==> src/design/vpqa_pkg.sv <==
// ----------------------------------------------------------------------------
// vpqa_pkg
// Shared widths, term count and saturation bounds for the plane quadric
// accumulator.
// ----------------------------------------------------------------------------
package vpqa_pkg;

	localparam int CoordW  = 24;
	localparam int NumTerm = 10;
	localparam int AccW    = 64;
	localparam int MulW    = 33;
	localparam int ProdW   = 2 * MulW;

	typedef logic signed [CoordW-1:0]  coord_t;
	typedef logic signed [AccW-1:0]    acc_t;
	typedef logic signed [MulW-1:0]    mul_op_t;
	typedef logic signed [ProdW-1:0]   prod_t;

	// root/divide unit control
	typedef struct packed {
		logic        start;
		logic        is_div;
		logic [61:0] rad;
		logic [29:0] num;
		logic [30:0] den;
	} rdu_req_t;

	typedef struct packed {
		logic        done;
		logic [30:0] res;
	} rdu_rsp_t;

	// lower clamp for each accumulator
	function automatic acc_t term_lo(input logic [3:0] k);
		acc_t v;
		v = '0;
		case (k)
			4'd1, 4'd2, 4'd5: v = -(acc_t'(1) <<< 38);
			4'd3, 4'd6, 4'd8: v = -(acc_t'(1) <<< 50);
			default:          v = '0;
		endcase
		return v;
	endfunction

	// upper clamp for each accumulator
	function automatic acc_t term_hi(input logic [3:0] k);
		acc_t v;
		v = '0;
		case (k)
			4'd3, 4'd6, 4'd8: v = acc_t'(1) <<< 50;
			4'd9:             v = acc_t'(1) <<< 62;
			default:          v = acc_t'(1) <<< 38;
		endcase
		return v;
	endfunction

endpackage

==> src/design/vpqa_mul.sv <==
// ----------------------------------------------------------------------------
// vpqa_mul
// Shared signed multiplier with a registered product.
// ----------------------------------------------------------------------------
module vpqa_mul (
	input  logic             clk,
	input  vpqa_pkg::mul_op_t a,
	input  vpqa_pkg::mul_op_t b,
	output vpqa_pkg::prod_t   p_q
);
	import vpqa_pkg::*;

	// register the product
	always_ff @(posedge clk) begin
		p_q <= a * b;
	end

endmodule

==> config.mk <==
export PLATFORM = sky130hd
export DESIGN_NAME = vpqa_mul
export DESIGN_NICKNAME = d
export VERILOG_FILES = /design/src/design/vpqa_pkg.sv /design/src/design/vpqa_mul.sv
export SDC_FILE = /design/constraint.sdc
export NUM_CORES = 2
export LEC_CHECK = 0
export CAP_MARGIN = 20
export CORE_ASPECT_RATIO = 1.4
export CORE_MARGIN = 8
export CORE_UTILIZATION = 60
export DETAILED_ROUTE_END_ITERATION = 8
export DONT_BUFFER_PORTS = 1
export GPL_ROUTABILITY_DRIVEN = 0
export PLACE_DENSITY = 0.81
export SLEW_MARGIN = 0
export SYNTH_ARGS = -nofsm -noshare
export SYNTH_HDL_FRONTEND = slang
export SYNTH_SLANG_ARGS = --single-unit
export TNS_END_PERCENT = 10
==> constraint.sdc <==
create_clock -name clk -period 21.5 [get_ports clk]
set_input_delay 4.3 -clock clk [delete_from_list [all_inputs] [get_ports clk]]
set_output_delay 4.3 -clock clk [all_outputs]
set_load 0.01 [all_outputs]
==> results.md <==
* Ys flop type: dfxtp_1
* Layout cells sized above 1 at 0.01378
* Hold WS at between 4000 and 5000 ps
* YS warnings at 0
* CP top delay family: adder cells
* Layout Nets at about 5600
* Hold buffers post-CTS at 0
* Hold crit path type: primary input to flip-flop
* Hold Crit Endpoint: p_q[0]
* Area Overhead vs Synth at 1.477%
* Crit-path most repeated cell: fa_1
* Core ar. at 0.06758 mm^2
* Required time of the critical path at approximately 22000 ps
* Synthesized cell area at ~0.041 mm^2
* Worst Setup Start Kind: primary input
* Synth Area in Adders at 0.6294
* Worst-path clk slew at around 70 ps
* Post CTS Setup Buffer Count at 0
* WL per Instance at 22.43 um
* Final setup fails at 0
* First-pass GRT wire length at 176.5 mm
* CP Class: primary input to flip-flop
* Post-synthesis sequential area ratio at 0.03244
* GRT Overall Usage at 0.3028
* Grt total ovfl at 0
* Biggest regs: p_q: 66 flops
* Syn Nets at 5767
* CP max stage cell: fa_1
* Critical path peak fanout at 33
* Die Y-Extent at 324.3 um
* Commonest non-fill, non-tap cells in the layout: fa_1, inv_1, and2_1
* Largest area contributor in the netlist: fa_1
* H-tree level count at 3
* WHS Path Cells at 1
* Status: completed
* Synthesized flop and latch total at between 60 and 70
* Critical Path Sink Type: flip-flop
* Root buffer cell: clkbuf_16
* Initial Util at 0.6027
* Worst Path Buf+Inv at 7
* CP max stage delay at 680 ps
* Die Area at roughly 0.077 mm^2
* CTS buffer count at 9
* Avg Inst Size Synth at around 9.4 um^2
* Fillers at 5409
* Clk sinks at between 60 and 70
* Cells after synthesis at between 4000 and 5000
* RSZ-0062 raised after global routing: false
* CTS tree: yes
* Buffer levels on the longest clock path at 2
* Post-CTS Resized at 0
* Drc violations at 0
* Fin crit share at 0.5267
* Top-area cell type share of the netlist area at 0.5627
* Via count at approximately 30000
* Pins Over Slew Limit at 0
* Final setup TNS at 0 ps
* Most common cell after layout, fill and taps aside: fa_1
* Ranking of synthesized cells by area: fa_1, inv_1, and2_1, ha_1, nand2_1
* Io pins at about 130
* Largest Register: p_q
* Max Clk Rate at approximately 88 MHz
* Number of synthesized flops with an enable pin at 0
* Post-synthesis xor/xnor area fraction at 0.01462
* Largest net degree at the start of global routing at 34
* Post-synthesis simple-gate area fraction at 0.1578
* Detail Placement HPWL at 91.90 mm
* Mux contribution to synthesized area at 0
* Tmin final at ~11000 ps
* Core Rows at 113
* Die span in x at between 200 and 250 um
* Worst slew pin tran at about 700 ps
* Final hold viol count at 0
* Slew headroom at 0.5245
* Unique cell type count in the Yosys netlist at 80
* DRT iter0 DRCs at between 1500 and 2000
* Initial antenna violation count at 3
* Max Cap Viol at 0
* Port bufs at 0
* Routed Antenna Nets at 0
* Compound-cell area share of the yosys netlist at 0.04067
* Max reg flops at 66
* Vias in the first global route at about 33000
* Worst Path Arrival at 11540 ps
* Largest family of logic cells by synthesized area: adder cells
* Hold_sp: b[0]
* Asr flop ratio synth at 0
* Final WL at approximately 110 mm
* Drt pass-1 iters at 8
* Routed vias/inst at 5.839
-- routing by layer --
metal / part of all wire / vias to the layer above / track usage
met5: 0 / - / 0
met4: 0.12 / 0 / 0.2878
met3: 0.068 / 640 / 0.05407
met2: 0.53 / 1466 / 0.5504
met1: 0.28 / 15179 / 0.2856
li1: - / 11915 / -
-- Yosys cell counts, types with 3 or more instances --
cell      count
nand3_1      25
a211o_1       6
nor3_1        7
xor2_1       25
and4_1        5
nand2_1     551
inv_1      1131
o211ai_1      4
nand2b_1     12
a211oi_1      7
nor2_1       68
a31oi_1       8
xnor2_1      43
ha_1        217
dfxtp_1      66
nand4_1      11
nor2b_1       5
a211oi_2      3
clkbuf_1    208
or3_1         3
and3_1        5
a21o_1       36
o21ai_0      25
a21oi_2       3
o31ai_4       3
o21a_1        6
o21ai_1       6
buf_2        11
fa_1       1145
a21oi_1      57
and2_1      562
o21bai_1     11
or2_2         3
-- cell families (layout without fill, tap and decap cells) --
group                    Yosys count  count (layout)
AO/OA/AOI/OAI                    219             219
XOR/XNOR                          68              68
adder cells (fa/ha/maj)         1362            1362
buffers and inverters           1352            1151
flip-flops                        66              66
other                              0               2
AND/OR/NAND/NOR                 1271            1271
-- layout make-up --
| class | instances | area, um^2 | share of cell area |
|---|---|---|---|
| flip-flops and latches | 66 | 1321 | 0.03196 |
| clock inverters | 7 | 93.84 | 0.002270 |
| diodes | 2 | 5.005 | 0.0001211 |
| inverters | 1131 | 4245 | 0.1027 |
| well taps | 862 | 1079 | 0.02609 |
| multi-input cells | 2920 | 34320 | 0.8302 |
| clock buffers | 9 | 225.2 | 0.005448 |
| repair buffers | 4 | 50.05 | 0.001211 |
-- metrics by stage --
step / setup WS [ps] / cell area [um^2] / instances / utilization
2_1_floorplan: 9964 / 40730 / 4338 / -
3_3_place_gp: 9726 / 40980 / 4982 / 0.6064
3_5_place_dp: 9602 / 40980 / 4982 / 0.6064
4_1_cts: 9912 / 41300 / 4998 / 0.6112
5_1_grt: 9891 / 41330 / 4999 / 0.6116
6_report: 10180 / 41340 / 5001 / 0.6116
-- worst max-delay path by stage --
stage,start,to,slack (ps),cells past startpoint
6_report,b[0],p_q[58],10180,25
5_1_grt,a[32],p_q[62],9890,23
4_1_cts,a[32],p_q[62],9910,21
3_5_place_dp,a[32],p_q[62],9600,21
3_3_place_gp,b[0],p_q[62],9730,21
2_1_floorplan,a[32],p_q[62],9960,23
Power is left out: the tool's default activity adds up to more than one toggle a clock period on the data nets, which glitch-free logic cannot reach.
