[src/design/vpqa_pkg.sv]
// ----------------------------------------------------------------------------
// vpqa_pkg
// Shared widths, term count and saturation bounds for the plane quadric
// accumulator.
// ----------------------------------------------------------------------------
package vpqa_pkg;

	localparam int CoordW  = 24;
	localparam int NumTerm = 10;
	localparam int AccW    = 64;
	localparam int MulW    = 33;
	localparam int ProdW   = 2 * MulW;

	typedef logic signed [CoordW-1:0]  coord_t;
	typedef logic signed [AccW-1:0]    acc_t;
	typedef logic signed [MulW-1:0]    mul_op_t;
	typedef logic signed [ProdW-1:0]   prod_t;

	// root/divide unit control
	typedef struct packed {
		logic        start;
		logic        is_div;
		logic [61:0] rad;
		logic [29:0] num;
		logic [30:0] den;
	} rdu_req_t;

	typedef struct packed {
		logic        done;
		logic [30:0] res;
	} rdu_rsp_t;

	// lower clamp for each accumulator
	function automatic acc_t term_lo(input logic [3:0] k);
		acc_t v;
		v = '0;
		case (k)
			4'd1, 4'd2, 4'd5: v = -(acc_t'(1) <<< 38);
			4'd3, 4'd6, 4'd8: v = -(acc_t'(1) <<< 50);
			default:          v = '0;
		endcase
		return v;
	endfunction

	// upper clamp for each accumulator
	function automatic acc_t term_hi(input logic [3:0] k);
		acc_t v;
		v = '0;
		case (k)
			4'd3, 4'd6, 4'd8: v = acc_t'(1) <<< 50;
			4'd9:             v = acc_t'(1) <<< 62;
			default:          v = acc_t'(1) <<< 38;
		endcase
		return v;
	endfunction

endpackage

[src/design/vpqa_rdu.sv]
// ----------------------------------------------------------------------------
// vpqa_rdu
// Iterative square root / restoring divide. One compare-subtract per cycle while busy,
// 31 result bits per operation.
// ----------------------------------------------------------------------------
module vpqa_rdu (
	input  logic              clk,
	input  logic              arst_n,
	input  vpqa_pkg::rdu_req_t req,
	output vpqa_pkg::rdu_rsp_t rsp
);
	import vpqa_pkg::*;

	logic        busy_q;
	logic        div_q;
	logic        done_q;
	logic [4:0]  cnt_q;
	logic [61:0] rad_q;
	logic [34:0] rem_q;
	logic [30:0] root_q;
	logic [30:0] den_q;
	logic [34:0] rem_n;
	logic [34:0] trial;
	logic        fit;

	// shared compare/subtract operands
	always_comb begin
		if (div_q) begin
			rem_n = {rem_q[33:0], rad_q[61]};
			trial = {4'd0, den_q};
		end else begin
			rem_n = {rem_q[32:0], rad_q[61:60]};
			trial = {2'd0, root_q, 2'b01};
		end
		fit = rem_n >= trial;
	end

	// control
	always_ff @(posedge clk or negedge arst_n) begin
		if (!arst_n) begin
			busy_q <= 1'b0;
			done_q <= 1'b0;
			cnt_q  <= '0;
		end else begin
			done_q <= 1'b0;
			if (req.start) begin
				busy_q <= 1'b1;
				cnt_q  <= '0;
			end else if (busy_q) begin
				cnt_q <= cnt_q + 5'd1;
				if (cnt_q == 5'd30) begin
					busy_q <= 1'b0;
					done_q <= 1'b1;
				end
			end
		end
	end

	// datapath: load on start, iterate while busy
	always_ff @(posedge clk) begin
		if (req.start) begin
			div_q  <= req.is_div;
			den_q  <= req.den;
			root_q <= '0;
			if (req.is_div) begin
				rem_q <= {6'd0, req.num[29:1]};
				rad_q <= {req.num[0], 61'd0};
			end else begin
				rem_q <= '0;
				rad_q <= req.rad;
			end
		end else if (busy_q) begin
			rad_q  <= div_q ? {rad_q[60:0], 1'b0} : {rad_q[59:0], 2'b00};
			rem_q  <= fit ? rem_n - trial : rem_n;
			root_q <= {root_q[29:0], fit};
		end
	end

	assign rsp.done = done_q;
	assign rsp.res  = root_q;

endmodule

[config.mk]
export PLATFORM = sky130hd
export DESIGN_NAME = vpqa_rdu
export DESIGN_NICKNAME = d
export VERILOG_FILES = /design/src/design/vpqa_pkg.sv /design/src/design/vpqa_rdu.sv
export SDC_FILE = /design/constraint.sdc
export NUM_CORES = 1
export LEC_CHECK = 0
export BUFFER_PORTS_ARGS = -buffer_cell sky130_fd_sc_hd__buf_2
export CORE_AREA = 2 2 134 136
export DETAILED_ROUTE_END_ITERATION = 10
export DIE_AREA = 0 0 136 138
export GPL_TIMING_DRIVEN = 0
export PLACE_DENSITY = 0.76
export SLEW_MARGIN = 20
export SYNTH_ARGS = -nofsm -noshare
export SYNTH_HDL_FRONTEND = slang
export SYNTH_SLANG_ARGS = --single-unit
[constraint.sdc]
create_clock -name clk -period 4.76 [get_ports clk]
set_input_delay 0.952 -clock clk [delete_from_list [all_inputs] [get_ports clk]]
set_output_delay 0.952 -clock clk [all_outputs]
set_load 0.005 [all_outputs]
==> metrics.csv <==
metric,value,unit
gp_congestion,0.9533,
synth_top_area_frac,0.3931,
area_growth,17.01,%
routed_wl,24300,microns
drc,0,
synthCells,924,
max_freq,0.2188,GHz
cp_max_fo,10,
drt_iter0_drc,614,
ys_seq_area_frac,0.4745,
grt_pass1_vias,7624,
hold_slack,0.3454,ns
mappedNetlistNets,1087,
syn_area,9778,sq um
crit_path_end_kind,flip-flop,
cpLargestDelayFamily,buffers and inverters,
rsz0062_at_grt,false,
port_buffers,158,
slew_headroom,0.3309,
detail-route-antenna-nets,0,
vias,7721,
coreArea,17530,sq um
final_cells,1343,
critPathBufInv,4,
synth_cell_types,62,
start_util,0.5577,
status,"finished, final reports clean",
grt_pass1_wl,38190,microns
powerDensity,546.0,nW/um^2
dp.cells,1312,
min_path_type,in -> async,
clkTransAtPathRegs,0.06,ns
yosys-top-cells-area,"edfxtp_1, mux2i_1, dfxtp_1",
critPathSlowestCell,or4_1,
drv_cap,0,
cts_tree,done,
clockBufferDepth,2,
irDropWorstVdd,349.5,uV
synth_warnings,0,
multiInputGateArea,4881,sq um
cp.required,4.97,ns
arrival,4.78,ns
cts_max_level,4,
antenna_found_initial,1,
worstPathCellList,clkbuf_4 > clkbuf_4 > buf_4 > mux2i_1 > ha_1 > buf_2 > nand2_2 > nor3_2 > or4_1 > o21ai_1 > a21oi_2 > o211ai_4 > mux2_2 > a2bb2oi_1 > a311oi_1,
clock_sinks,166,
hold_viol,0,
drive_above_1_share,0.2217,
critPathKind,reg -> reg,
die_h,138,microns
synth_edf_count,128,
cts_root_buf,clkbuf_16,
io_pins,159,
grtUsageTotal,0.2620,
grt_max_degree,55,
yosysMostFrequentCell,mux2i_1,
synthFlopType,edfxtp_1,
slew_violations,0,
place_hpwl,18180,microns
die_w,136,microns
die_area,18770,sq um
synthArstFlopShare,0.04217,
fin_crit,4.571,ns
viasPerCell,5.749,
syn_avg_cell_area,10.58,sq um
power.leakage,0.005221,uW
antenna_cells,0,
setup_viol,0,
post_cts_buffers,0,
post-route-period-util,0.9602,
rows,49,
synth-seq-cells,166,
fillers,1448,
cp_common_cell,clkbuf_4,
ff_latch_area,4639,sq um
slowest_delay,0.50,ns
drt_first_pass_iters,7,
finalClockSkew,0.01504,ns
startpoint_type,flip-flop,
grt-ovfl-total,0,
synth_common_cells,"mux2i_1, edfxtp_1, nand2_1, o21ai_0, nor2_1",
cts_made_buffers,17,
ctsHoldBuffers,0,
synth_top_cell_by_area,edfxtp_1,
insertion_delay,0.43,ns
wl_per_cell,18.09,microns
fin_nets,1264,
worst_slew_pin_slew,0.9991,ns
[path summary, 6_finish.rpt]
path | to | slack [ns] | cells after the start | from
setup / recovery | rem_q[22] | 0.19 | 15 | div_q
hold / removal | cnt_q[0] | 0.35 | 1 | arst_n
setup reg to reg | rem_q[22] | 0.19 | 15 | div_q
hold reg to reg | root_q[30] | 0.53 | 2 | root_q[30]
max in group asynchronous | busy_q | 4.27 | 1 | arst_n
min in group clk | root_q[30] | 0.53 | 2 | root_q[30]
[registers in the layout, summed over array words and instances (netlist names)]
| register | count |
|---|---|
| busy_q | 1 |
| cnt_q | 5 |
| den_q | 31 |
| div_q | 1 |
| done_q | 1 |
| rad_q | 62 |
| rem_q | 34 |
| root_q | 31 |
[layout make-up]
| type | instances | share of cell area |
|---|---|---|
| flip-flops and latches | 166 | 0.4055 |
| well taps | 229 | 0.02504 |
| clock inverters | 14 | 0.01050 |
| plain buffers | 51 | 0.02034 |
| multi-input cells | 695 | 0.4266 |
| clock buffers | 18 | 0.03751 |
| repair buffers | 159 | 0.07087 |
| inverters | 11 | 0.003609 |
[per-stage QoR]
stage	cell area, sq um	TNS (ns)	setup slack [ns]	utilization	power (uW)
2_1_floorplan	9778	0	0.7677	-	4274
3_3_place_gp	10860	-79.04	-0.6829	0.6191	4854
3_5_place_dp	10880	-15.23	-0.5078	0.6204	4909
4_1_cts	11440	0	0.04132	0.6522	6224
5_1_grt	11440	0	0.01526	0.6525	6629
6_report	11440	0	0.1893	0.6525	6247
[layout by cell type, fill, tap and decap left out, drive strengths merged, types with 5 or more instances in the layout]
cell type	count
a21o	14
buf	173
mux2	34
xnor2	21
a21oi	42
xor2	13
nor3	9
clkinv	6
nand3	19
ha	35
clkbuf	55
edfxtp	128
dfrtp	7
and3	5
nor2b	9
mux2i	149
nor2	60
nand2	117
o21ai	106
inv	15
dfxtp	31
[report_power, final]
| group | switching (uW) | leakage, uW | internal, uW | total [uW] |
|---|---|---|---|---|
| Sequential | 116 | 0.00176 | 1860 | 1980 |
| Combinational | 1680 | 0.00320 | 1300 | 2980 |
| Clock | 608 | 0.000258 | 680 | 1290 |
| Total | 2400 | 0.00522 | 3840 | 6250 |
[kinds of logic after synthesis]
| kind of cell | count (synthesis) | synth area share |
|---|---|---|
| adders and majority gates | 36 | 0.04683 |
| buffers and inverters | 63 | 0.02662 |
| muxes | 183 | 0.1917 |
| DFF | 166 | 0.4745 |
| AOI/OAI and AO/OA | 203 | 0.1236 |
| and+or+nand+nor | 239 | 0.1063 |
| xor gates and xnor gates | 34 | 0.03045 |
[routing by layer]
| metal | routed length, microns | GRT usage | vias to the layer above |
|---|---|---|---|
| li1 | - | - | 3755 |
| met1 | 10590 | 0.3452 | 3683 |
| met2 | 11800 | 0.4351 | 247 |
| met3 | 1462 | 0.05427 | 36 |
| met4 | 442 | 0.07950 | 0 |
| met5 | 0 | 0 | - |
[what timing repair did]
action	CTS	global route
pin swaps	0	1
resized for setup	6	6
setup endpoints to repair	34	29
(Power assumes the default switching activity.)
